<file path="src/hw/rtl/rdt_pkg.sv">
// shared types and constants for the report dedup table
package rdt_pkg;
  localparam int unsigned DataW = 8;
  localparam int unsigned CountW = 7;

  typedef enum logic [2:0] {
    DIR_NEUTRAL = 3'd0,
    DIR_UP      = 3'd1,
    DIR_DOWN    = 3'd2,
    DIR_LEFT    = 3'd3,
    DIR_RIGHT   = 3'd4,
    DIR_UNKNOWN = 3'd5
  } dir_e;

  typedef enum logic [0:0] {
    REG_AXIS_CENTER = 1'b0,
    REG_DEAD_ZONE   = 1'b1
  } reg_idx_e;

  typedef enum logic [2:0] {
    ST_IDLE,
    ST_SCAN,
    ST_CMP,
    ST_COPY,
    ST_RESULT
  } back_state_e;

  function automatic logic [DataW-1:0] abs_diff(input logic [DataW-1:0] v,
                                                input logic [DataW-1:0] c);
    abs_diff = (v >= c) ? v - c : c - v;
  endfunction

  function automatic dir_e classify(input logic [DataW-1:0] b1,
                                    input logic [DataW-1:0] b2,
                                    input logic [DataW-1:0] center,
                                    input logic [DataW-1:0] dz,
                                    input logic short_rep);
    logic [DataW-1:0] ax;
    logic [DataW-1:0] ay;
    ax = abs_diff(b1, center);
    ay = abs_diff(b2, center);
    if (short_rep) classify = DIR_UNKNOWN;
    else if (ax < dz && ay < dz) classify = DIR_NEUTRAL;
    else if (ax > ay) classify = (b1 > center) ? DIR_RIGHT : DIR_LEFT;
    else classify = (b2 > center) ? DIR_DOWN : DIR_UP;
  endfunction
endpackage

</file>
<file path="src/hw/rtl/rdt_ram.sv">
// generic single write port ram with registered read
module rdt_ram #(
  parameter int unsigned Width = 8,
  parameter int unsigned Depth = 64
) (
  input  logic                     clk_i,
  input  logic                     we_i,
  input  logic [$clog2(Depth)-1:0] waddr_i,
  input  logic [Width-1:0]         wdata_i,
  input  logic [$clog2(Depth)-1:0] raddr_i,
  output logic [Width-1:0]         rdata_o
);
  logic [Width-1:0] mem_q [Depth];

  always_ff @(posedge clk_i) begin
    if (we_i) mem_q[waddr_i] <= wdata_i;
    rdata_o <= mem_q[raddr_i];
  end
endmodule

</file>
<file path="src/hw/rtl/rdt_back.sv">
// back end: scans the table byte by byte, stores new reports, keeps the counts
module rdt_back import rdt_pkg::*; #(
  parameter int unsigned Entries = 64,
  parameter int unsigned MaxBytes = 65
) (
  input  logic                                  clk_i,
  input  logic                                  rst_ni,
  input  logic                                  qvalid_i,
  output logic                                  qpop_o,
  input  logic                                  qslot_i,
  input  logic [$clog2(MaxBytes+1)-1:0]         qlen_i,
  input  dir_e                                  qdir_i,
  output logic [$clog2(2*MaxBytes)-1:0]         braddr_o,
  input  logic [DataW-1:0]                      brdata_i,
  output logic                                  ewe_o,
  output logic [$clog2(Entries*MaxBytes)-1:0]   ewaddr_o,
  output logic [DataW-1:0]                      ewdata_o,
  output logic [$clog2(Entries*MaxBytes)-1:0]   eraddr_o,
  input  logic [DataW-1:0]                      erdata_i,
  output logic                                  valid_o,
  input  logic                                  ready_i,
  output logic [5:0]                            entry_index_o,
  output logic                                  is_new_o,
  output logic                                  table_full_o,
  output logic [2:0]                            direction_o,
  output logic [CountW-1:0]                     stored_count_o,
  output logic [CountW-1:0]                     count_up_o,
  output logic [CountW-1:0]                     count_down_o,
  output logic [CountW-1:0]                     count_left_o,
  output logic [CountW-1:0]                     count_right_o,
  output logic [CountW-1:0]                     count_rest_o
);
  localparam int unsigned LenW = $clog2(MaxBytes + 1);
  localparam int unsigned IdxW = $clog2(Entries);
  localparam int unsigned UsedW = $clog2(Entries + 1);
  localparam int unsigned BAddrW = $clog2(2 * MaxBytes);
  localparam int unsigned EAddrW = $clog2(Entries * MaxBytes);

  back_state_e state_q, state_d;
  logic [UsedW-1:0] used_q;
  logic [IdxW-1:0]  ent_q, ent_d;
  logic [LenW-1:0]  pos_q, pos_d;
  logic             rdv_q;
  logic [LenW-1:0]  elen_rd;
  logic [UsedW-1:0] cup_q, cdn_q, clf_q, crt_q, crs_q;
  logic             match, mism, last_ent, new_ent, full;

  assign braddr_o = (qslot_i ? BAddrW'(MaxBytes) : BAddrW'(0)) + BAddrW'(pos_q);
  assign eraddr_o = EAddrW'(ent_q) * EAddrW'(MaxBytes) + EAddrW'(pos_q);
  assign mism = rdv_q && (brdata_i != erdata_i);
  assign last_ent = (UsedW'(ent_q) + 1'b1 >= used_q);
  assign full = (used_q == UsedW'(Entries));

  always_comb begin
    state_d = state_q;
    ent_d = ent_q;
    pos_d = pos_q;
    match = 1'b0;
    new_ent = 1'b0;
    unique case (state_q)
      ST_IDLE: if (qvalid_i) begin
        ent_d = '0;
        pos_d = '0;
        state_d = (used_q == '0) ? (full ? ST_RESULT : ST_COPY) : ST_SCAN;
      end
      ST_SCAN: begin
        pos_d = '0;
        if (elen_rd == qlen_i) begin
          state_d = ST_CMP;
          pos_d = LenW'(1);
        end
        else if (last_ent) state_d = full ? ST_RESULT : ST_COPY;
        else ent_d = ent_q + 1'b1;
      end
      ST_CMP: begin
        if (mism) begin
          pos_d = '0;
          if (last_ent) state_d = full ? ST_RESULT : ST_COPY;
          else begin
            ent_d = ent_q + 1'b1;
            state_d = ST_SCAN;
          end
        end else if (pos_q == qlen_i) begin
          match = 1'b1;
          state_d = ST_RESULT;
        end else pos_d = pos_q + 1'b1;
      end
      ST_COPY: begin
        ent_d = IdxW'(used_q);
        if (rdv_q && pos_q == qlen_i) begin
          new_ent = 1'b1;
          state_d = ST_RESULT;
        end else if (pos_q < qlen_i) pos_d = pos_q + 1'b1;
      end
      ST_RESULT: if (!valid_o || ready_i) state_d = ST_IDLE;
      default: state_d = ST_IDLE;
    endcase
  end

  // entry lengths, read address is ent_d so the registered read data lines up with ent_q
  rdt_ram #(.Width(LenW), .Depth(Entries)) u_len (
    .clk_i, .we_i(new_ent), .waddr_i(IdxW'(used_q)), .wdata_i(qlen_i),
    .raddr_i(ent_d), .rdata_o(elen_rd)
  );

  assign qpop_o = (state_q == ST_RESULT) && (!valid_o || ready_i);
  assign ewe_o = (state_q == ST_COPY) && rdv_q;
  assign ewaddr_o = EAddrW'(used_q) * EAddrW'(MaxBytes) + EAddrW'(pos_q - 1'b1);
  assign ewdata_o = brdata_i;

  logic matched_q, new_q;

  always_ff @(posedge clk_i or negedge rst_ni) begin
    if (!rst_ni) begin
      state_q <= ST_IDLE;
      used_q <= '0;
      ent_q <= '0;
      pos_q <= '0;
      rdv_q <= 1'b0;
      cup_q <= '0; cdn_q <= '0; clf_q <= '0; crt_q <= '0; crs_q <= '0;
      valid_o <= 1'b0;
      matched_q <= 1'b0;
      new_q <= 1'b0;
    end else begin
      state_q <= state_d;
      ent_q <= ent_d;
      pos_q <= pos_d;
      // data next cycle holds byte pos_q of an in-order read
      rdv_q <= (state_d == ST_CMP || (state_d == ST_COPY && state_q == ST_COPY))
               && (pos_q < qlen_i);
      if (state_q == ST_IDLE) begin
        matched_q <= 1'b0;
        new_q <= 1'b0;
      end
      if (match) matched_q <= 1'b1;
      if (new_ent) begin
        new_q <= 1'b1;
        used_q <= used_q + 1'b1;
        case (qdir_i)
          DIR_UP: cup_q <= cup_q + 1'b1;
          DIR_DOWN: cdn_q <= cdn_q + 1'b1;
          DIR_LEFT: clf_q <= clf_q + 1'b1;
          DIR_RIGHT: crt_q <= crt_q + 1'b1;
          default: crs_q <= crs_q + 1'b1;
        endcase
      end
      valid_o <= qpop_o || (valid_o && !ready_i);
    end
  end

  always_ff @(posedge clk_i) begin
    if (qpop_o) begin
      entry_index_o <= (matched_q || new_q) ? 6'(ent_q) : 6'd0;
      is_new_o <= new_q;
      table_full_o <= !matched_q && !new_q;
      direction_o <= qdir_i;
      stored_count_o <= CountW'(used_q);
      count_up_o <= CountW'(cup_q);
      count_down_o <= CountW'(cdn_q);
      count_left_o <= CountW'(clf_q);
      count_right_o <= CountW'(crt_q);
      count_rest_o <= CountW'(crs_q);
    end
  end
endmodule

</file>
<file path="config.mk">
export PLATFORM = sky130hd
export DESIGN_NAME = rdt_back
export DESIGN_NICKNAME = d
export VERILOG_FILES = /design/src/hw/rtl/rdt_pkg.sv /design/src/hw/rtl/rdt_ram.sv /design/src/hw/rtl/rdt_back.sv
export SDC_FILE = /design/constraint.sdc
export NUM_CORES = 1
export LEC_CHECK = 0
export BUFFER_PORTS_ARGS = -buffer_cell sky130_fd_sc_hd__buf_2
export CAP_MARGIN = 5
export CORE_MARGIN = 10
export CORE_UTILIZATION = 40
export DETAILED_ROUTE_END_ITERATION = 8
export SYNTH_ARGS = -nofsm -noshare
export SYNTH_HDL_FRONTEND = slang
export SYNTH_HIERARCHICAL = 1
export SYNTH_SLANG_ARGS = --single-unit
</file>
<file path="constraint.sdc">
create_clock -name clk_i -period 7.2 [get_ports clk_i]
set_input_delay 0.72 -clock clk_i [delete_from_list [all_inputs] [get_ports clk_i]]
set_output_delay 0.72 -clock clk_i [all_outputs]
set_load 0.03 [all_outputs]
</file>
==> impl_metrics.prom, run 1 <==
# TYPE chip_impl_metric gauge
chip_impl_info{name="reg2reg_launch_point",value="ent_q[2]$_DFF_PN0_"} 1
chip_impl_metric{name="arrival",unit="ns"} 6.10
chip_impl_metric{name="first_pass_iters",unit=""} 5
chip_impl_metric{name="tightestPinTransition",unit="ns"} 1.19
chip_impl_metric{name="grt_util_all_layers",unit="%"} 16.1
chip_impl_info{name="layout_commonest_cell",value="sky130_fd_sc_hd__edfxtp_1"} 1
chip_impl_metric{name="mappedNetlistArea",unit="mm²"} 0.0242
chip_impl_metric{name="reg2reg_slack",unit="ns"} 1.60
chip_impl_info{name="worstHoldPathType",value="input port to asynchronous set/reset pin"} 1
chip_impl_metric{name="final_cell_area",unit="mm²"} 0.0276
chip_impl_metric{name="detailed_place.area",unit="mm²"} 0.0257
chip_impl_metric{name="setup_viol_count_final",unit=""} 0
chip_impl_metric{name="fin_worst_skew",unit="ns"} 0.0272
chip_impl_info{name="cell_by_cell_trace_of_the_critical_path",value="and3_1 -> and3_1 -> xnor2_1 -> inv_1 -> ha_1 -> a211oi_1 -> o21ai_0 -> a31oi_1 -> nor2b_1 -> a22oi_1 -> nand2_4 -> buf_12 -> mux4_2 -> o22ai_1 -> a21oi_1 -> a41o_1"} 1
chip_impl_metric{name="ys_seq_area_share",unit="%"} 69.1
chip_impl_metric{name="tcrit_tclk_final",unit="%"} 77.7
chip_impl_metric{name="synth-edff-count",unit=""} 501
chip_impl_metric{name="cts_made_buffers",unit=""} 57
chip_impl_metric{name="ctsLongestPathBuffers",unit=""} 3
chip_impl_metric{name="final_period_minus_worst_setup_slack",unit="ns"} 5.60
chip_impl_metric{name="detailed_route_wire_length_per_cell",unit="µm"} 24.1
chip_impl_metric{name="layout-drive-gt1-share",unit="%"} 23.5
chip_impl_metric{name="num_rows",unit=""} 90
chip_impl_info{name="setup_repair_after_global_routing_missed_its_margin",value="no"} 1
chip_impl_info{name="worst_path_most_repeated_cell",value="sky130_fd_sc_hd__and3_1"} 1
chip_impl_metric{name="insertedDiodeCount",unit=""} 0
chip_impl_info{name="worst_setup_path_end_kind",value="flop"} 1
chip_impl_metric{name="cts.reportedPaths.clkPinSlew",unit="ns"} 0.06
chip_impl_metric{name="synth_warnings",unit=""} 6
chip_impl_metric{name="finalCoreUtilization",unit="%"} 45.9
chip_impl_metric{name="die_y",unit="µm"} 266
chip_impl_info{name="layout_common_cells",value="sky130_fd_sc_hd__edfxtp_1 (501), sky130_fd_sc_hd__buf_2 (128), sky130_fd_sc_hd__mux4_2 (112)"} 1
chip_impl_metric{name="r2r_cells",unit=""} 16
chip_impl_metric{name="pwr_density_cell",unit="mW/mm²"} 402
chip_impl_info{name="outcome",value="completed"} 1
chip_impl_metric{name="synth.ff_latch_count",unit=""} 570
chip_impl_metric{name="async_flop_share",unit="%"} 10.9
chip_impl_info{name="critical_path.slowest_cell",value="sky130_fd_sc_hd__nand2_4"} 1
chip_impl_metric{name="global_route.overflow_total",unit=""} 0
chip_impl_metric{name="grt_max_degree",unit=""} 79
chip_impl_metric{name="postSynthNetCount",unit=""} 1516
chip_impl_metric{name="floorplan.die.width",unit="µm"} 266
chip_impl_metric{name="irDropWorstVdd",unit="mV"} 0.364
chip_impl_metric{name="nNetsFinal",unit=""} 1656
chip_impl_metric{name="initial_core_util",unit="%"} 40.3
chip_impl_metric{name="leakage",unit="nW"} 9.72
chip_impl_metric{name="htreeDepth",unit=""} 2
chip_impl_info{name="crit_family",value="compound AO/OA/AOI/OAI gates"} 1
chip_impl_metric{name="synthToLayoutAreaGrowth",unit="%"} 13.9
chip_impl_metric{name="data_required_time_at_the_worst_endpoint",unit="ns"} 7.70
chip_impl_metric{name="avgViaCountPerCell",unit=""} 5.58
chip_impl_metric{name="worst_hold_slack",unit="ns"} 0.274
chip_impl_metric{name="detailed_route_iter0_violations",unit=""} 1255
chip_impl_metric{name="grt_first_pass_wirelength",unit="mm"} 86.9
chip_impl_metric{name="place.port_buffers",unit=""} 128
chip_impl_info{name="r2r_end",value="u_len/rdata_o[0]$_DFF_P_"} 1
chip_impl_info{name="cts_tree",value="done"} 1
chip_impl_metric{name="fmax",unit="GHz"} 0.179
chip_impl_metric{name="grt_antenna_before_repair",unit=""} 1
chip_impl_metric{name="grt_pass1_vias",unit=""} 13500
chip_impl_metric{name="numClockSinks",unit=""} 570
chip_impl_metric{name="synth.lib_cells_used.distinct",unit=""} 66
chip_impl_metric{name="timing.final.hold_violations",unit=""} 0
chip_impl_metric{name="synth.avg_cell_area",unit="µm²"} 17.2
chip_impl_info{name="clock-root-buffer",value="sky130_fd_sc_hd__clkbuf_16"} 1
chip_impl_metric{name="antenna_left",unit=""} 0
chip_impl_metric{name="postCtsResizedCells",unit=""} 0
chip_impl_metric{name="pin_count",unit=""} 129
chip_impl_metric{name="cp.buffers_inverters",unit=""} 2
chip_impl_metric{name="die_area",unit="mm²"} 0.0708
chip_impl_metric{name="setup-tns-final",unit="ns"} 0
chip_impl_metric{name="postCtsHoldBufs",unit=""} 0
chip_impl_info{name="synth_flop_cell",value="sky130_fd_sc_hd__edfxtp_1"} 1
chip_impl_info{name="critical_path.startpoint_type",value="flop"} 1
chip_impl_metric{name="path_max_fanout",unit=""} 62
chip_impl_metric{name="maxSlewViolCount",unit=""} 0
chip_impl_metric{name="slowest_delay",unit="ns"} 0.80
chip_impl_metric{name="postRouteWirelength",unit="mm"} 57.4
chip_impl_metric{name="timing.slew.headroom",unit="%"} 20.1
chip_impl_metric{name="vias",unit=""} 13300
chip_impl_metric{name="remaining_drc_errors",unit=""} 0
chip_impl_metric{name="drv.max_cap_violation_count",unit=""} 0
chip_impl_metric{name="core_region_area",unit="mm²"} 0.0601
chip_impl_metric{name="cts.repair_timing.setup_buffer_count",unit=""} 0
chip_impl_metric{name="layout.filler_cells",unit=""} 5185
chip_impl_metric{name="clk_latency",unit="ns"} 0.61
chip_impl_metric{name="synth_cells",unit=""} 1408
chip_impl_info{name="critPathKind",value="flop to flop"} 1
chip_impl_metric{name="hpwlAfterDp",unit="mm"} 36.8
chip_impl_metric{name="final_estimated_routing_congestion_in_global_placement",unit=""} 0.833
==> power by group <==
part / internal, mW / switching (mW) / total, mW
registers: 3.65 / 0.120 / 3.77
clock network: 1.72 / 1.23 / 2.95
logic: 1.95 / 2.42 / 4.37
==> worst register-to-register path: cells and delay by family, from the launching register on <==
family	cells	cell delay, ns
AO/OA/AOI/OAI	7	1.75
buffers and inverters	2	0.51
multiplexers	1	0.58
flip-flops	1	0.62
adder cells (fa/ha/maj)	1	0.29
XOR/XNOR	1	0.15
AND/OR/NAND/NOR	4	1.60
==> through the flow <==
stage / setup slack, ns / power (mW) / cells
global placement: 1.78 / 8.25 / 2271
detailed placement: 1.67 / 8.27 / 2271
global route: 1.24 / 11.6 / 2377
floorplan: 2.36 / 7.17 / 1408
finish: 1.60 / 11.1 / 2377
CTS: 1.61 / 11.2 / 2377
==> synth_stat cells (8+ instances only) <==
cell,count,area share [%]
sky130_fd_sc_hd__edfxtp_1,501,62
sky130_fd_sc_hd__a211oi_1,8,0.25
sky130_fd_sc_hd__o21ai_1,9,0.19
sky130_fd_sc_hd__nor2b_1,19,0.49
sky130_fd_sc_hd__o221ai_1,9,0.33
sky130_fd_sc_hd__inv_1,30,0.46
sky130_fd_sc_hd__buf_4,14,0.43
sky130_fd_sc_hd__ha_1,74,3.8
sky130_fd_sc_hd__nor2_1,107,1.7
sky130_fd_sc_hd__and3_1,15,0.39
sky130_fd_sc_hd__buf_2,18,0.37
sky130_fd_sc_hd__nand2_1,50,0.77
sky130_fd_sc_hd__clkbuf_1,29,0.45
sky130_fd_sc_hd__xnor2_1,62,2.2
sky130_fd_sc_hd__dfrtp_1,62,6.4
sky130_fd_sc_hd__xor2_1,23,0.83
sky130_fd_sc_hd__nand3_1,19,0.39
sky130_fd_sc_hd__nor3_1,12,0.25
sky130_fd_sc_hd__o31ai_1,15,0.46
sky130_fd_sc_hd__o22ai_1,13,0.34
sky130_fd_sc_hd__o21ai_0,25,0.52
sky130_fd_sc_hd__mux2i_1,17,0.70
sky130_fd_sc_hd__a22oi_1,9,0.28
sky130_fd_sc_hd__mux4_2,112,10
sky130_fd_sc_hd__nand2b_1,12,0.31
sky130_fd_sc_hd__a21oi_1,22,0.45
sky130_fd_sc_hd__nand4_1,26,0.67
==> kinds of logic after synthesis <==
group                      count (synthesis)  synth area share, %
buffers and inverters                     99                 2.11
xor gates and xnor gates                  85                 3.07
DFF                                      570                 69.1
and+or+nand+nor                          292                 6.04
adders and majority gates                 77                 4.07
muxes                                    136                 11.4
AOI/OAI and AO/OA                        149                 4.21
==> routing by layer <==
metal  up-vias  global-route usage [%]  share of wire, %
met3       105                    3.22               6.8
met2       466                    25.8                47
met1      6867                    21.8                43
li1       5834                       -                 -
met4         2                    5.37               2.7
met5         -                       0             0.023
==> worst max-delay path by stage <==
| stage | cells after the start | to | startpoint |
|---|---|---|---|
| CTS | 16 | u_len/rdata_o[0]$_DFF_P_ | ent_q[2]$_DFF_PN0_ |
| detailed placement | 16 | u_len/rdata_o[0]$_DFF_P_ | ent_q[2]$_DFF_PN0_ |
| global placement | 15 | u_len/rdata_o[2]$_DFF_P_ | ent_q[0]$_DFF_PN0_ |
| finish | 16 | u_len/rdata_o[0]$_DFF_P_ | ent_q[2]$_DFF_PN0_ |
| global route | 16 | u_len/rdata_o[0]$_DFF_P_ | ent_q[2]$_DFF_PN0_ |
| floorplan | 2 | qpop_o | ready_i |
==> flip-flops by register name, indices dropped and copies added, names as in the netlist, 3 cells and up <==
signal / count
crt_q: 7
used_q: 7
u_len/rdata_o: 7
count_left_o: 7
cdn_q: 7
direction_o: 3
u_len/mem_q: 448
ent_q: 6
count_right_o: 7
stored_count_o: 7
crs_q: 7
state_q: 3
clf_q: 7
count_down_o: 7
cup_q: 7
count_up_o: 7
count_rest_o: 7
entry_index_o: 6
pos_q: 7
==> area by class of cell <==
type / count / area (µm²) / share of cell area [%]
repair buffers: 150 / 856 / 3.10
flip-flops and latches: 570 / 16700 / 60.6
inverters: 30 / 113 / 0.408
clock inverters: 38 / 353 / 1.28
clock buffers: 68 / 1520 / 5.50
well taps: 782 / 978 / 3.54
multi-input cells: 739 / 7050 / 25.5
Note: power is estimated with default switching activity, not from simulation.
==> run 2, diff against run 1 <==
--- a/config.mk
+++ b/config.mk
@@ -5,6 +5,7 @@
 export SDC_FILE = /design/constraint.sdc
 export NUM_CORES = 1
 export LEC_CHECK = 0
+export ABC_AREA = 1
 export BUFFER_PORTS_ARGS = -buffer_cell sky130_fd_sc_hd__buf_2
 export CAP_MARGIN = 5
 export CORE_MARGIN = 10
==> constraint.sdc (replaced) <==
create_clock -name clk_i -period 5.1 [get_ports clk_i]
set_input_delay 0.51 -clock clk_i [delete_from_list [all_inputs] [get_ports clk_i]]
set_output_delay 0.51 -clock clk_i [all_outputs]
set_load 0.03 [all_outputs]
==> impl_metrics.prom, run 2 <==
# TYPE chip_impl_metric gauge
chip_impl_metric{name="global_route.overflow_total",unit=""} 0
chip_impl_metric{name="hpwlAfterDp",unit="mm"} 43.1
chip_impl_info{name="synth_largest_area_cell",value="sky130_fd_sc_hd__edfxtp_1"} 1
chip_impl_metric{name="detailed_route_wire_length_per_cell",unit="µm"} 19.8
chip_impl_info{name="setup_repair_after_global_routing_missed_its_margin",value="no"} 1
chip_impl_metric{name="remaining_drc_errors",unit=""} 0
chip_impl_metric{name="irDropWorstVdd",unit="mV"} 0.798
chip_impl_metric{name="die_y",unit="µm"} 274
chip_impl_info{name="synth_flop_cell",value="sky130_fd_sc_hd__edfxtp_1"} 1
chip_impl_metric{name="maxSlewViolCount",unit=""} 0
chip_impl_info{name="clock-root-buffer",value="sky130_fd_sc_hd__clkbuf_16"} 1
chip_impl_metric{name="async_flop_share",unit="%"} 10.9
chip_impl_info{name="critPathKind",value="flop to output pin"} 1
chip_impl_metric{name="largest_reg_flops",unit=""} 448
chip_impl_metric{name="postCtsHoldBufs",unit=""} 0
chip_impl_info{name="critical_path.slowest_cell",value="sky130_fd_sc_hd__dfrtp_2"} 1
chip_impl_metric{name="cts_made_buffers",unit=""} 57
chip_impl_metric{name="vias",unit=""} 17900
chip_impl_info{name="cell_by_cell_trace_of_the_critical_path",value="inv_2 -> ha_1 -> nand2_1 -> nor3_1 -> xor2_1 -> ha_1 -> ha_1 -> inv_1 -> fa_1 -> inv_1 -> ha_1 -> a21oi_1 -> o21ai_1 -> a21oi_2 -> nor2_1 -> o21ai_0 -> nand3_1 -> nand2_1 -> buf_2"} 1
chip_impl_metric{name="p_comb_share",unit="%"} 48.8
chip_impl_metric{name="synth-edff-count",unit=""} 501
chip_impl_metric{name="timing.slew.headroom",unit="%"} 20.3
chip_impl_metric{name="grt_max_degree",unit=""} 149
chip_impl_metric{name="synth_cells",unit=""} 2385
chip_impl_metric{name="ys_seq_area_share",unit="%"} 65.1
chip_impl_metric{name="sw_frac_of_total",unit="%"} 44.7
chip_impl_metric{name="data_required_time_at_the_worst_endpoint",unit="ns"} 4.59
chip_impl_metric{name="timing.final.ws_setup",unit="ns"} 0.288
chip_impl_info{name="layout_commonest_cell",value="sky130_fd_sc_hd__nand2_1"} 1
chip_impl_metric{name="grt_antenna_before_repair",unit=""} 2
chip_impl_metric{name="synth.avg_cell_area",unit="µm²"} 10.8
chip_impl_info{name="critical_path.startpoint_type",value="flop"} 1
chip_impl_metric{name="setup-tns-final",unit="ns"} 0
chip_impl_info{name="layout_common_cells",value="sky130_fd_sc_hd__nand2_1 (747), sky130_fd_sc_hd__edfxtp_1 (501), sky130_fd_sc_hd__nand3_1 (446)"} 1
chip_impl_metric{name="initial_core_util",unit="%"} 40.6
chip_impl_metric{name="final_cell_area",unit="mm²"} 0.0290
chip_impl_metric{name="mappedNetlistArea",unit="mm²"} 0.0257
chip_impl_metric{name="timing.final.hold_violations",unit=""} 0
chip_impl_metric{name="pwr_density_cell",unit="mW/mm²"} 630
chip_impl_metric{name="tcrit_tclk_final",unit="%"} 94.4
chip_impl_metric{name="grt_util_all_layers",unit="%"} 17.6
chip_impl_metric{name="fmax",unit="GHz"} 0.208
chip_impl_metric{name="power.switching",unit="mW"} 8.18
chip_impl_metric{name="placedCellCount",unit=""} 3292
chip_impl_metric{name="finalCoreUtilization",unit="%"} 45.9
chip_impl_info{name="worst_path_most_repeated_cell",value="sky130_fd_sc_hd__ha_1"} 1
chip_impl_info{name="crit_family",value="adder cells"} 1
chip_impl_metric{name="tightestPinTransition",unit="ns"} 1.19
chip_impl_info{name="outcome",value="completed"} 1
chip_impl_metric{name="arrival",unit="ns"} 4.30
chip_impl_metric{name="synth.lib_cells_used.distinct",unit=""} 44
chip_impl_info{name="synthMostInstantiatedCell",value="sky130_fd_sc_hd__nand2_1"} 1
chip_impl_metric{name="place.port_buffers",unit=""} 128
chip_impl_info{name="worst_setup_path_end_kind",value="output pin"} 1
chip_impl_metric{name="first_pass_iters",unit=""} 5
chip_impl_metric{name="layout-drive-gt1-share",unit="%"} 11.2
chip_impl_metric{name="grt_first_pass_wirelength",unit="mm"} 103
chip_impl_metric{name="postSynthNetCount",unit=""} 2493
chip_impl_metric{name="die_area",unit="mm²"} 0.0748
chip_impl_metric{name="dpl_worst_slack",unit="ns"} 0.503
chip_impl_metric{name="slowest_delay",unit="ns"} 0.50
chip_impl_metric{name="numClockSinks",unit=""} 570
chip_impl_info{name="synth_commonest_cells",value="sky130_fd_sc_hd__nand2_1 (747), sky130_fd_sc_hd__edfxtp_1 (501), sky130_fd_sc_hd__nand3_1 (448)"} 1
chip_impl_metric{name="path_max_fanout",unit=""} 10
chip_impl_metric{name="insertedDiodeCount",unit=""} 0
chip_impl_metric{name="num_rows",unit=""} 92
chip_impl_metric{name="intPower",unit="mW"} 10.1
chip_impl_metric{name="synthToLayoutAreaGrowth",unit="%"} 13.0
chip_impl_metric{name="leakage",unit="nW"} 11.7
chip_impl_metric{name="final_estimated_routing_congestion_in_global_placement",unit=""} 0.888
chip_impl_metric{name="worst_hold_slack",unit="ns"} 0.0736
chip_impl_info{name="worstHoldPathType",value="input port to asynchronous set/reset pin"} 1
chip_impl_metric{name="setup_viol_count_final",unit=""} 0
chip_impl_metric{name="detailed_place.area",unit="mm²"} 0.0272
chip_impl_metric{name="synth_warnings",unit=""} 6
chip_impl_metric{name="avgViaCountPerCell",unit=""} 5.28
chip_impl_metric{name="postRouteWirelength",unit="mm"} 67.2
chip_impl_metric{name="synth.ff_latch_count",unit=""} 570
chip_impl_metric{name="detailed_route_iter0_violations",unit=""} 1664
chip_impl_metric{name="clk_latency",unit="ns"} 0.62
chip_impl_metric{name="core_region_area",unit="mm²"} 0.0633
chip_impl_metric{name="cts.reportedPaths.clkPinSlew",unit="ns"} 0.06
chip_impl_metric{name="floorplan.die.width",unit="µm"} 274
chip_impl_metric{name="layout.filler_cells",unit=""} 5877
chip_impl_info{name="cts_tree",value="done"} 1
chip_impl_info{name="max_flop_register",value="u_len/mem_q"} 1
chip_impl_metric{name="final_period_minus_worst_setup_slack",unit="ns"} 4.81
chip_impl_metric{name="drv.max_cap_violation_count",unit=""} 0
chip_impl_metric{name="antenna_left",unit=""} 0
chip_impl_metric{name="layoutNonFillerInstCount",unit=""} 3399
chip_impl_metric{name="pin_count",unit=""} 129
chip_impl_info{name="yosys-top-cells-area",value="sky130_fd_sc_hd__edfxtp_1 (59%), sky130_fd_sc_hd__nand2_1 (11%), sky130_fd_sc_hd__nand3_1 (8.7%)"} 1
chip_impl_metric{name="nNetsFinal",unit=""} 2614
chip_impl_metric{name="htreeDepth",unit=""} 2
chip_impl_metric{name="grt_pass1_vias",unit=""} 17300
chip_impl_metric{name="ctsLongestPathBuffers",unit=""} 3
chip_impl_metric{name="yosysTopAreaCellShare",unit="%"} 58.5
chip_impl_metric{name="cp.buffers_inverters",unit=""} 4
chip_impl_metric{name="power_frac_clock",unit="%"} 22.3
chip_impl_metric{name="fin_worst_skew",unit="ns"} 0.0261
chip_impl_metric{name="power.sequential.fraction",unit="%"} 28.9
chip_impl_metric{name="report.power.total",unit="mW"} 18.3
## run 2: changes by cell type in the layout (fill, tap and decap cells not counted), sizes merged, moves of 15 or more
cell   previous run  this run
mux4            112         0
nand2            50       747
o21ai            34        14
xor2             23        55
mux2i            17         1
nand3            19       451
buf             150       179
and3             16         1
nor2            107       125
xnor2            62        25
inv              30       111
nor2b            20         0
## run 2: area by class of cell
class | count | area [µm²] | share of cell area (%)
Sequential cell | 570 | 16700 | 57.6
Multi-Input combinational cell | 1588 | 7960 | 27.4
Clock buffer | 81 | 1580 | 5.43
Timing Repair Buffer | 179 | 1060 | 3.65
Tap cell | 846 | 1060 | 3.64
Inverter | 110 | 419 | 1.44
Clock inverter | 25 | 231 | 0.797
## run 2: logic make-up after synthesis
group	count (synthesis)	share of synthesized area, %
AND/OR/NAND/NOR	1378	23.0
flip-flops	570	65.1
buffers and inverters	227	4.11
XOR/XNOR	80	2.72
adder cells (fa/ha/maj)	77	3.83
AO/OA/AOI/OAI	50	1.14
multiplexers	3	0.127
## run 2: what timing repair did
action	4_1_cts	5_1_grt
hold endpoints to repair	0	0
buffers inserted	0	1
endpoints found under the setup margin	0	3
gates resized for setup	0	6
## run 2: worst register-to-register path: stages (launching register included)
cell and delay, ns:
sky130_fd_sc_hd__dfrtp_1 0.54, sky130_fd_sc_hd__ha_1 0.25, sky130_fd_sc_hd__inv_1 0.06, sky130_fd_sc_hd__nor2_1 0.13, sky130_fd_sc_hd__xor2_1 0.23, sky130_fd_sc_hd__ha_1 0.29, sky130_fd_sc_hd__a21o_1 0.18, sky130_fd_sc_hd__a21boi_1 0.38
sky130_fd_sc_hd__nand3_1 0.14, sky130_fd_sc_hd__nand3_1 0.16, sky130_fd_sc_hd__nand3_4 0.13, sky130_fd_sc_hd__inv_6 0.84, sky130_fd_sc_hd__buf_12 0.43, sky130_fd_sc_hd__nand2_1 0.13, sky130_fd_sc_hd__nand3_1 0.10, sky130_fd_sc_hd__nand3_1 0.14
sky130_fd_sc_hd__nand2_1 0.11, sky130_fd_sc_hd__nand2_1 0.05, sky130_fd_sc_hd__nand3_1 0.10, sky130_fd_sc_hd__nand3_1 0.14, sky130_fd_sc_hd__nand2_1 0.11
## run 2: power groups by stage
| stage | combinational (mW) | clock (mW) | sequential, mW |
|---|---|---|---|
| 2_1_floorplan | 6.41 | 0 | 5.33 |
| 3_3_place_gp | 8.76 | 0 | 5.37 |
| 3_5_place_dp | 8.87 | 0 | 5.38 |
| 4_1_cts | 8.90 | 4.17 | 5.28 |
| 5_1_grt | 9.80 | 4.35 | 5.29 |
| 6_report | 8.93 | 4.08 | 5.28 |
## run 2: worst paths after layout
path,start,end,slack [ns],depth (start not counted)
worst max-delay path,pos_q[0]$_DFFE_PN0P_,ewaddr_o[10],0.29,19
worst min-delay path,rst_ni,pos_q[3]$_DFFE_PN0P_,0.07,2
worst max register to register,ent_q[0]$_DFF_PN0_,u_len/rdata_o[0]$_DFF_P_,0.37,20
worst min register to register,crt_q[6]$_DFFE_PN0P_,crt_q[6]$_DFFE_PN0P_,0.47,1
max in group asynchronous,rst_ni,pos_q[0]$_DFFE_PN0P_,4.45,2
min in group clk_i,qdir_i[1],direction_o[1]$_DFFE_PP_,0.12,1
## run 2: per-layer routing
| layer | GRT usage [%] | vias to the layer above | wire length (µm) |
|---|---|---|---|
| met5 | 0 | - | 14 |
| met2 | 28.8 | 627 | 31800 |
| met1 | 23.7 | 8747 | 28900 |
| met3 | 2.83 | 106 | 4870 |
| li1 | - | 8459 | - |
| met4 | 5.03 | 4 | 1560 |
